--- src/ivf_pkg.sv ---
// ----------------------------------------------------------------------------
// Inverse variance fusion package
// Fixed-point constants and shared types of the fusion block.
// ----------------------------------------------------------------------------
package ivf_pkg;

   // Fraction bits of the Q format used by means and deviations.
   localparam int FRAC_BITS = 16;
   // The weight numerator is 2^(2F+24), giving a Q40.24 weight.
   localparam int NUM_EXP = 2 * FRAC_BITS + 24;
   localparam logic [127:0] NUM_WIDE = 128'(1) << NUM_EXP;

   localparam int DIV_STEPS = 64;
   localparam int SQRT_STEPS = 32;

   // Register index decoded from byte address bit 2.
   localparam logic CSR_IDX_MIN_STD = 1'b0;

   typedef struct packed {
      logic busy;
      logic done;
   } div_status_type;

endpackage

--- src/ivf_div.sv ---
// ----------------------------------------------------------------------------
// Inverse variance fusion divider
// Restoring 128 by 64 bit divider, one quotient bit per cycle, saturating.
// ----------------------------------------------------------------------------
module ivf_div (
   input  logic                    clock,
   input  logic                    reset,
   input  logic                    start,
   input  logic [127:0]            num,
   input  logic [63:0]             den,
   output ivf_pkg::div_status_type status,
   output logic [63:0]             quo
);
   import ivf_pkg::*;

   localparam int CNT_W = $clog2(DIV_STEPS);

   logic             run_ff, run_in;
   logic             done_ff, done_in;
   logic             ovf_ff, ovf_in;
   logic [CNT_W-1:0] cnt_ff, cnt_in;
   logic [63:0]      rem_ff, rem_in;
   logic [63:0]      quo_ff, quo_in;
   logic [63:0]      den_ff, den_in;
   logic [64:0]      rem_shift;
   logic [64:0]      rem_diff;
   logic             rem_ge;

   assign rem_shift = {rem_ff, quo_ff[63]};
   assign rem_diff  = rem_shift - {1'b0, den_ff};
   assign rem_ge    = rem_shift >= {1'b0, den_ff};

   always_comb begin
      run_in  = run_ff;
      done_in = 1'b0;
      ovf_in  = ovf_ff;
      cnt_in  = cnt_ff;
      rem_in  = rem_ff;
      quo_in  = quo_ff;
      den_in  = den_ff;
      if (start) begin
         // The quotient overflows 64 bits exactly when the upper half is not below den.
         ovf_in = num[127:64] >= den;
         rem_in = num[127:64];
         quo_in = num[63:0];
         den_in = den;
         cnt_in = '0;
         run_in = 1'b1;
      end else if (run_ff) begin
         rem_in = rem_ge ? rem_diff[63:0] : rem_shift[63:0];
         quo_in = {quo_ff[62:0], rem_ge};
         cnt_in = cnt_ff + CNT_W'(1);
         if (cnt_ff == CNT_W'(DIV_STEPS - 1)) begin
            run_in  = 1'b0;
            done_in = 1'b1;
         end
      end
   end

   always_ff @(posedge clock) begin
      if (reset) begin
         run_ff  <= 1'b0;
         done_ff <= 1'b0;
      end else begin
         run_ff  <= run_in;
         done_ff <= done_in;
      end
      ovf_ff <= ovf_in;
      cnt_ff <= cnt_in;
      rem_ff <= rem_in;
      quo_ff <= quo_in;
      den_ff <= den_in;
   end

   assign status.busy = run_ff;
   assign status.done = done_ff;
   assign quo         = ovf_ff ? '1 : quo_ff;

endmodule

--- config.mk ---
export PLATFORM = sky130hd
export DESIGN_NAME = ivf_div
export DESIGN_NICKNAME = d
export VERILOG_FILES = /design/src/ivf_pkg.sv /design/src/ivf_div.sv
export SDC_FILE = /design/constraint.sdc
export NUM_CORES = 1
export LEC_CHECK = 0
export ABC_AREA = 1
export BUFFER_PORTS_ARGS = -buffer_cell sky130_fd_sc_hd__buf_2
export CAP_MARGIN = 5
export CORE_MARGIN = 1.5
export CORE_UTILIZATION = 63
export CTS_CLUSTER_SIZE = 10
export DETAILED_ROUTE_END_ITERATION = 7
export GPL_ROUTABILITY_DRIVEN = 0
export PLACE_DENSITY_LB_ADDON = 0.05
export SLEW_MARGIN = 20
export SYNTH_ARGS = -nofsm -noshare
export SYNTH_HDL_FRONTEND = slang
export SYNTH_SLANG_ARGS = --single-unit
--- constraint.sdc ---
create_clock -name clock -period 10 [get_ports clock]
set_input_delay 2 -clock clock [delete_from_list [all_inputs] [get_ports clock]]
set_output_delay 2 -clock clock [all_outputs]
set_load 0.03 [all_outputs]
==> out/qor.txt, run 1 <==
internal power - 2.109 mW
peak supply drop - 0.1526 mV
CTS resizes - 0
number of global-route vias before repair - 15770
failing checks - DRC
NetSw - 1.551 mW
DRT Pass-1 Iters - 8
Design Power - 3.660 mW
initial antenna violation count - 1
Slew @ Worst Pin - 1079 ps
vias - 16317
final setup vio count - 0
Power Density - 192.4 nW/um^2
category of the most critical setup path - input port to flip-flop
DR iter-0 viols - 1508
Post-synth top flop - edfxtp_1
syn nets - 2817
synth unique cells - 43
Post-Route Setup TNS - 0 ps
dominant cell type by area after synthesis - edfxtp_1
Tcrit/Tclk final - 42.74%
status - finished, violations left
antenna cells - 0
die width - 166.5 um
Sequential Power Share - 31.0%
Hold Slack - 488.4 ps
final antenna-violating net count - 0
Async S/R FF share, synth - 0%
Comb pwr share - 47.1%
first-pass GRT wire length - 76.41 mm
layout cells sized above 1 - 12.49%
CTS Buffer Depth - 3
mean cell area of the mapped netlist - 6.760 um^2
Fin. Hold Viols - 0
Ports - 261
FF+latch count, synth - 201
RSZ-0062 raised after global routing - no
postcts setup bufs - 0
H-tree levels - 1
hold crit path type - flip-flop to flip-flop
die height - 166.5 um
hold-fix buffer count after cts - 0
Die Area - 27730 um^2
All-Layer GR Usage - 34.05%
Final min period - 4274 ps
most frequent cells in the layout - nand2_1, inv_1, buf_2
final setup skew - 12.70 ps
critical path's top delay family - buffers and inverters
Fill cells - 2221
CP max FO - 151
Synthesis Warnings - 0
DRT Wirelength - 47.11 mm
clk root buf - clkbuf_16
worst path buffer plus inverter count - 3
GR Overflow Total - 0
most common cell after layout, fill and taps aside - nand2_1
CP Data Arrival Time - 4440 ps
max-slew violations - 0
worst-skew pair later-pin latency - 550 ps
Yosys top cell area share - 34.41%
largest net degree at the start of global routing - 152
DPL Wire Length - 36.86 mm
Sw Ratio - 42.38%
Synth area leaders - edfxtp_1, nand2_1, inv_1
total core area - 26130 um^2
wire per inst - 15.33 um
# clock sinks - 201
Slowest Stage Delay on Critical Path - 810 ps
Max Freq - 234.0 MHz
relative slew slack - 27.43%
static leakage - 10.54 nW
area of the multi-input gates - 8569 um^2
row cnt - 59
via-per-instance ratio - 5.310
critical path capture point type - flip-flop
TritonCTS clock tree - built
Reg area - 5956 um^2
clock buffer count from CTS - 24
Max Cap Viol - 0
I/O Buffers - 260
number of flops mapped to enable cells by yosys - 193
fin nets - 3052
area grow syn2layout - 12.95%
Worst path slowest cell - buf_4
clock power share - 21.8%
Seq/Total Area, Yosys - 35.36%
CP Cell Sequence - clkbuf_8 -> inv_2 -> nand2_4 -> buf_4
DRC - 6
Syn Inst Count - 2492
CP startpoint kind - input port
WP data required - 10170 ps
clk slew on worst S/H paths - 60 ps
Mapped Area - 16840 um^2
Starting Density - 64.46%
## metrics by stage
stage	utilization [%]	instances	worst slack, ps	instance area (um^2)
after floorplan	-	2492	4167	16840
after global placement	70.14	3036	5253	18330
after detailed placement	70.14	3036	5127	18330
after CTS	72.80	3073	5722	19030
after global routing	72.80	3073	5461	19030
final	72.80	3073	5726	19030
## logic make-up after synthesis
family	count (synthesis)	synth area share (%)
adders and majority gates	130	9.701
buffers and inverters	601	13.82
xor gates and xnor gates	31	1.612
AOI/OAI and AO/OA	195	6.135
DFF	201	35.36
and+or+nand+nor	1334	33.38
## cell type report
type / instances / area share [%]
clock buffers: 35 / 3.479
clock inverters: 2 / 0.1776
inverters: 547 / 10.79
multi-input cells: 1690 / 45.04
flip-flops and latches: 201 / 31.30
well taps: 335 / 2.203
repair buffers: 263 / 7.004
## synthesized netlist by cell type, types with 5 or more instances
| library cell | instances |
|---|---|
| nor2_1 | 109 |
| nor3_1 | 21 |
| inv_2 | 20 |
| o21bai_1 | 10 |
| xnor2_1 | 30 |
| buf_1 | 7 |
| buf_6 | 5 |
| nand3_1 | 117 |
| nand3b_1 | 61 |
| clkbuf_1 | 35 |
| inv_1 | 525 |
| edfxtp_1 | 193 |
| nand4_1 | 23 |
| o21ai_0 | 88 |
| ha_1 | 129 |
| nand2_2 | 8 |
| nor2_2 | 10 |
| dfxtp_1 | 8 |
| nand2_1 | 963 |
| a21oi_1 | 85 |
## sequential cells by signal, summed over array words and instances, names as in the netlist
| signal | flops |
|---|---|
| den_ff | 64 |
| quo_ff | 64 |
| rem_ff | 64 |
| cnt_ff | 6 |
| done_ff | 1 |
| ovf_ff | 1 |
| run_ff | 1 |
## path summary, 6_finish.rpt
check | slack (ps) | from | cells after the start | endpoint
worst max-delay path | 5730 | start | 4 | rem_ff[14]
worst min-delay path | 490 | cnt_ff[1] | 2 | cnt_ff[1]
worst max register to register | 5820 | rem_ff[39] | 15 | rem_ff[50]
worst min register to register | 490 | cnt_ff[1] | 2 | cnt_ff[1]
## per-layer routing
metal | global-route usage, % | share of wire (%) | up-vias
met1 | 44.13 | 42 | 7301
met5 | 0 | 0.028 | -
met4 | 11.66 | 3.6 | 2
met3 | 7.106 | 9.2 | 119
li1 | - | - | 8181
met2 | 56.78 | 45 | 714
## power groups by stage
| stage | combinational, mW | clock, mW | sequential, mW |
|---|---|---|---|
| after global placement | 1.64 | 0 | 1.15 |
| after floorplan | 1.26 | 0 | 1.14 |
| final | 1.72 | 0.800 | 1.14 |
| after global routing | 1.92 | 0.840 | 1.15 |
| after detailed placement | 1.67 | 0 | 1.15 |
| after CTS | 1.68 | 0.811 | 1.13 |
## worst min-delay path, stage by stage (launching register included)
cell and delay [ps]:
dfxtp_1 320, nand2_1 70, a21oi_1 50
No activity file was read; power rests on OpenSTA's default activity.
==> inputs of run 2 (changes only) <==
CORE_UTILIZATION = 53   (was 63)
clock period = 3.8 ns   (was 10 ns; I/O delays follow)
==> run 2 against run 1 <==
The flow now finishes without violations. Final area increased by 1.7%. Setup slack got worse by 5000 ps. Die area increased by 19%. Sequential power increased to 2.6 times the previous value. Clock skew decreased by 0.61 ps. Largest cell class unchanged.
==> out/qor.txt, run 2 (synthesized netlist as in run 1, its figures left out) <==
Die Area - 32860 um^2 (+19%)
worst-skew pair later-pin latency - 550 ps (about the same)
final setup skew - 12.09 ps (-0.6061 ps)
peak supply drop - 0.3551 mV (+130%)
Hold Path Depth - 2 (unchanged)
die height - 181.3 um (+8.9%)
Power Density - 512.8 nW/um^2 (+170%)
antenna cells - 0 (unchanged)
Max Freq - 327.3 MHz
hold-fix buffer count after cts - 0 (unchanged)
DRT Pass-1 Iters - 7 (-1)
WP data required - 4080 ps (-6090 ps)
relative slew slack - 28.77% (+1.3 points)
die width - 181.3 um (+8.9%)
clock buffer count from CTS - 26 (+8.3%)
CTS Buffer Depth - 3 (unchanged)
All-Layer GR Usage - 29.90% (-4.1 points)
Max Cap Viol - 0 (unchanged)
fin nets - 3064 (+0.39%)
first-pass GRT wire length - 78.63 mm (+2.9%)
Sequential Power Share - 30.2% (-0.8 points)
row cnt - 65 (+10%)
number of global-route vias before repair - 15644 (-0.80%)
Worst path slowest cell - buf_4
DRC - 0 (-6)
Final min period - 3055 ps
Ports - 261 (unchanged)
initial antenna violation count - 4 (+3)
Stages on worst setup path - 14 (+10)
internal power - 5.800 mW (+180%)
Comb pwr share - 45.9% (-1.2 points)
DPL Wire Length - 38.92 mm (+5.6%)
category of the most critical setup path - flip-flop to flip-flop
Slew @ Worst Pin - 1068 ps (-10.19 ps)
worst path buffer plus inverter count - 2 (-1)
vias - 16116 (-1.2%)
most common cell after layout, fill and taps aside - nand2_1
DRT Wirelength - 48.87 mm (+3.7%)
CP max FO - 53 (-65%)
Worst R2R Path Depth - 14 (-1)
via-per-instance ratio - 5.108 (-3.8%)
CP startpoint kind - flip-flop
critical path capture point type - flip-flop
clock power share - 23.8% (+2.0 points)
CP most frequent cell - nand2_1
clk slew on worst S/H paths - 60 ps (about the same)
Post-Route Setup TNS - 0 ps (unchanged)
# clock sinks - 201 (unchanged)
RSZ-0062 raised after global routing - no
CP Data Arrival Time - 3330 ps (-1110 ps)
GR Overflow Total - 0 (unchanged)
CTS resizes - 0 (unchanged)
hold crit path type - input port to flip-flop
wire per inst - 15.49 um (+1.0%)
Slowest Stage Delay on Critical Path - 500 ps (-310 ps)
Design Power - 9.919 mW (+170%)
most frequent cells in the layout - nand2_1, inv_1, buf_2
Starting Density - 53.66% (-11 points)
Top Registers - den_ff (64), quo_ff (64), rem_ff (64)
final antenna-violating net count - 0 (unchanged)
final setup vio count - 0 (unchanged)
total core area - 31390 um^2 (+20%)
CP Cell Sequence - ha_1 -> nand2_1 -> nor2_1 -> nand2_1 -> clkinv_1 -> nand2_1 -> nand2_1 -> nand2_1 -> nand2_2 -> nor2_8 -> buf_4 -> nand3_1 -> nand3_1 -> o21ai_0
postcts setup bufs - 0 (unchanged)
Fin. Hold Viols - 0 (unchanged)
max-slew violations - 0 (unchanged)
NetSw - 4.119 mW (+170%)
DR iter-0 viols - 1282 (-15%)
H-tree levels - 1 (unchanged)
largest net degree at the start of global routing - 168 (+11%)
critical path's top delay family - simple AND/OR/NAND/NOR gates
layout cells sized above 1 - 13.00% (+0.51 points)
I/O Buffers - 260 (unchanged)
Tcrit/Tclk final - 80.40%
Sw Ratio - 41.53% (-0.85 points)
area grow syn2layout - 14.83%
static leakage - 10.66 nW (+1.2%)
TritonCTS clock tree - built
clk root buf - clkbuf_16
status - finished, final reports clean
run 2: power groups by stage:
stage,clock network (mW),logic (mW),registers [mW]
6_report,2.37,4.56,3.00
5_1_grt,2.49,5.12,3.03
4_1_cts,2.41,4.48,2.99
3_5_place_dp,0,4.46,3.03
3_3_place_gp,0,4.41,3.02
2_1_floorplan,0,3.31,2.98
run 2: layout make-up:
cell class	instances	area, um^2
fillers	2959	12050
clock inverters	6	53.80
flip-flops and latches	201	5956
clock buffers	36	750.7
well taps	402	503.0
inverters	547	2053
multi-input cells	1690	8569
repair buffers	273	1458
run 2: worst register-to-register path: stages, from the launching register on:
cell	delay [ps]
edfxtp_1	490
ha_1	430
nand2_1	170
nor2_1	100
nand2_1	180
clkinv_1	90
nand2_1	70
nand2_1	80
nand2_1	90
nand2_2	90
nor2_8	100
buf_4	500
nand3_1	210
nand3_1	110
o21ai_0	80
run 2: path summary, 6_finish.rpt:
path | start | endpoint | slack, ps
worst max-delay path | rem_ff[47] | rem_ff[0] | 740
worst min register to register | cnt_ff[1] | cnt_ff[1] | 500
worst max register to register | rem_ff[47] | rem_ff[0] | 740
worst min-delay path | reset | done_ff | 390
run 2: routing by layer:
layer	up-vias	share of wire, %	GRT usage, %
met5	-	0.025	0
met4	2	3.5	10.07
met3	110	8.3	5.604
met2	571	43	47.75
met1	7226	45	40.76
li1	8207	-	-
run 2: per-stage QoR:
| step | cell area (um^2) | hold WS, ps | setup WS, ps | utilization [%] | instances |
|---|---|---|---|---|---|
| after floorplan | 16850 | 455.3 | 487.4 | - | 2492 |
| after global placement | 18520 | 464.9 | 819.9 | 58.99 | 3112 |
| after global routing | 19340 | 393.4 | 564.4 | 61.62 | 3155 |
| after CTS | 19320 | 375.9 | 809.7 | 61.55 | 3154 |
| final | 19340 | 390.8 | 744.8 | 61.62 | 3155 |
| after detailed placement | 18520 | 480.9 | 819.0 | 58.99 | 3112 |
==> inputs of run 3 (changes only) <==
clock period = 2.8 ns   (was 3.8 ns; I/O delays follow)
==> run 3 against run 2 <==
Utilization rose by 1.6 points. Sequential cell count unchanged. Critical endpoint is now rem_ff[55]. Register-to-register slack lost 690 ps. Global-route usage about the same. Sequential power increased by 36%. Wire length is 2.6% higher. Die area stayed put. Via count increased by 1.9%. Cell count is 1.0% higher. Largest cell class unchanged. Critical path type unchanged.
==> out/qor.txt, run 3 (synthesized netlist as in run 1, its figures left out) <==
area grow syn2layout - 17.73%
layout cells sized above 1 - 15.23% (+2.2 points)
hold crit path type - input port to flip-flop
critical path capture point type - flip-flop
RSZ-0062 raised after global routing - yes
relative slew slack - 45.86% (+17 points)
# clock sinks - 201 (unchanged)
category of the most critical setup path - flip-flop to flip-flop
met2 WL - 21.96 mm (+5.0%)
worst-skew pair later-pin latency - 570 ps (+20 ps)
status - finished, final reports clean
die height - 181.3 um (unchanged)
most common cell after layout, fill and taps aside - nand2_1
hold-fix buffer count after cts - 0 (unchanged)
worst r2r src - rem_ff[47]
All-Layer GR Usage - 29.86% (-0.043 points)
Hold Crit Start - den[28]
Max Freq - 364.6 MHz (+11%)
H-tree levels - 1 (unchanged)
first-pass GRT wire length - 78.52 mm (-0.13%)
Post-Place Setup Slack - -46.09 ps (-865.1 ps)
DRT Pass-1 Iters - 6 (-1)
initial antenna violation count - 3 (-1)
RR Endpoint - rem_ff[55]
DRC - 0 (unchanged)
Fin. Hold Viols - 0 (unchanged)
wire per inst - 15.74 um (+1.6%)
static leakage - 10.81 nW (+1.4%)
CP max FO - 14 (-74%)
final setup skew - 27.97 ps (+15.87 ps)
max-slew violations - 0 (unchanged)
CP startpoint kind - flip-flop
fin nets - 3092 (+0.91%)
Final min period - 2743 ps (-312.4 ps)
clk root buf - clkbuf_16
worst setup path end - rem_ff[55]
CP Data Arrival Time - 3060 ps (-270 ps)
Die Area - 32860 um^2 (unchanged)
M1 WL - 22.21 mm (+0.13%)
met3 WL - 4.472 mm (+11%)
CP startpoint - rem_ff[47]
Max Cap Viol - 0 (unchanged)
final setup vio count - 0 (unchanged)
Tcrit/Tclk final - 97.96% (+18 points)
final antenna-violating net count - 0 (unchanged)
Placement Cell Area - 18780 um^2 (+1.4%)
TritonCTS clock tree - built
Worst R2R Path Depth - 15 (+1)
Slew @ Worst Pin - 812.1 ps (-256.3 ps)
DRT Wirelength - 50.15 mm (+2.6%)
DR iter-0 viols - 1532 (+20%)
row cnt - 65 (unchanged)
DPL Wire Length - 39.07 mm (+0.39%)
total core area - 31390 um^2 (unchanged)
Design Power - 13.75 mW (+39%)
peak supply drop - 0.4895 mV (+38%)
I/O Buffers - 260 (unchanged)
GR Overflow Total - 0 (unchanged)
fin area - 19830 um^2 (+2.5%)
WP data required - 3120 ps (-960 ps)
most frequent cells in the layout - nand2_1, inv_1, buf_2
die width - 181.3 um (unchanged)
top routing layer used - met5
vias - 16416 (+1.9%)
largest net degree at the start of global routing - 197 (+17%)
flop-to-flop setup slack - 60 ps (-690 ps)
clk slew on worst S/H paths - 60 ps (about the same)
clock buffer count from CTS - 25 (-3.8%)
Starting Density - 53.66% (unchanged)
Ports - 261 (unchanged)
via-per-instance ratio - 5.151 (+0.84%)
post-route setup slack - 57.20 ps (-687.6 ps)
CTS Buffer Depth - 3 (unchanged)
Top Registers - den_ff (64), quo_ff (64), rem_ff (64)
Power Density - 693.5 nW/um^2 (+35%)
number of global-route vias before repair - 15480 (-1.0%)
[run 3: critical path: stages (launching register included)]
cell and delay (ps):
edfxtp_1 460, ha_2 430, nand2_1 130, inv_2 70
nand2_2 80, nor2_4 170, nand2_1 120, nor2_4 200
nand3_2 120, nand2_4 100, nor2_8 50, nand2_8 130
buf_12 160, nand3_1 130, nand2_1 90, nand2_1 50
[run 3: final cells by class]
class                           instances  area [um^2]
Fill cell                            3017        11560
Multi-Input combinational cell       1690         8787
Sequential cell                       201         5956
Inverter                              547         2053
Timing Repair Buffer                  302         1792
Clock buffer                           40        701.9
Tap cell                              402        503.0
Clock inverter                          4        36.28
Antenna cell                            1        2.502
[run 3: power breakdown]
group | internal [mW] | switching, mW | total (mW)
combinational | 2.38 | 4.29 | 6.67
clock | 1.71 | 1.30 | 3.01
sequential | 3.86 | 0.212 | 4.07
[run 3: worst min-delay path by stage]
stage                  to  slack [ps]  cells past startpoint
2_1_floorplan   cnt_ff[0]         460                      1
3_3_place_gp    cnt_ff[0]         460                      1
3_5_place_dp    cnt_ff[0]         480                      1
4_1_cts        den_ff[10]         160                      1
5_1_grt        den_ff[28]         170                      1
6_report       den_ff[28]         180                      1
[run 3: per-layer routing]
| metal | vias up | GRT usage [%] |
|---|---|---|
| met4 | 2 | 8.533 |
| met2 | 657 | 47.80 |
| met5 | - | 0 |
| met3 | 104 | 5.906 |
| met1 | 7379 | 41.01 |
| li1 | 8274 | - |
[run 3: repair_timing]
| action | 4_1_cts | 5_1_grt |
|---|---|---|
| setup endpoints to repair | 18 | 62 |
| hold endpoints to repair | 0 | 0 |
| setup buffers | 0 | 3 |
| cloned | 0 | 2 |
| gates resized for setup | 1 | 50 |
| pin swaps | 0 | 2 |
[run 3: through the flow]
step / hold WS [ps] / utilization [%] / std cells / setup TNS (ps)
final: 180.1 / 63.17 / 3187 / 0
after global routing: 166.6 / 63.17 / 3187 / -222.9
after CTS: 160.6 / 62.19 / 3181 / 0
after floorplan: 455.3 / - / 2492 / 0
after global placement: 464.9 / 59.83 / 3137 / -200.4
after detailed placement: 484.9 / 59.83 / 3137 / -414.2
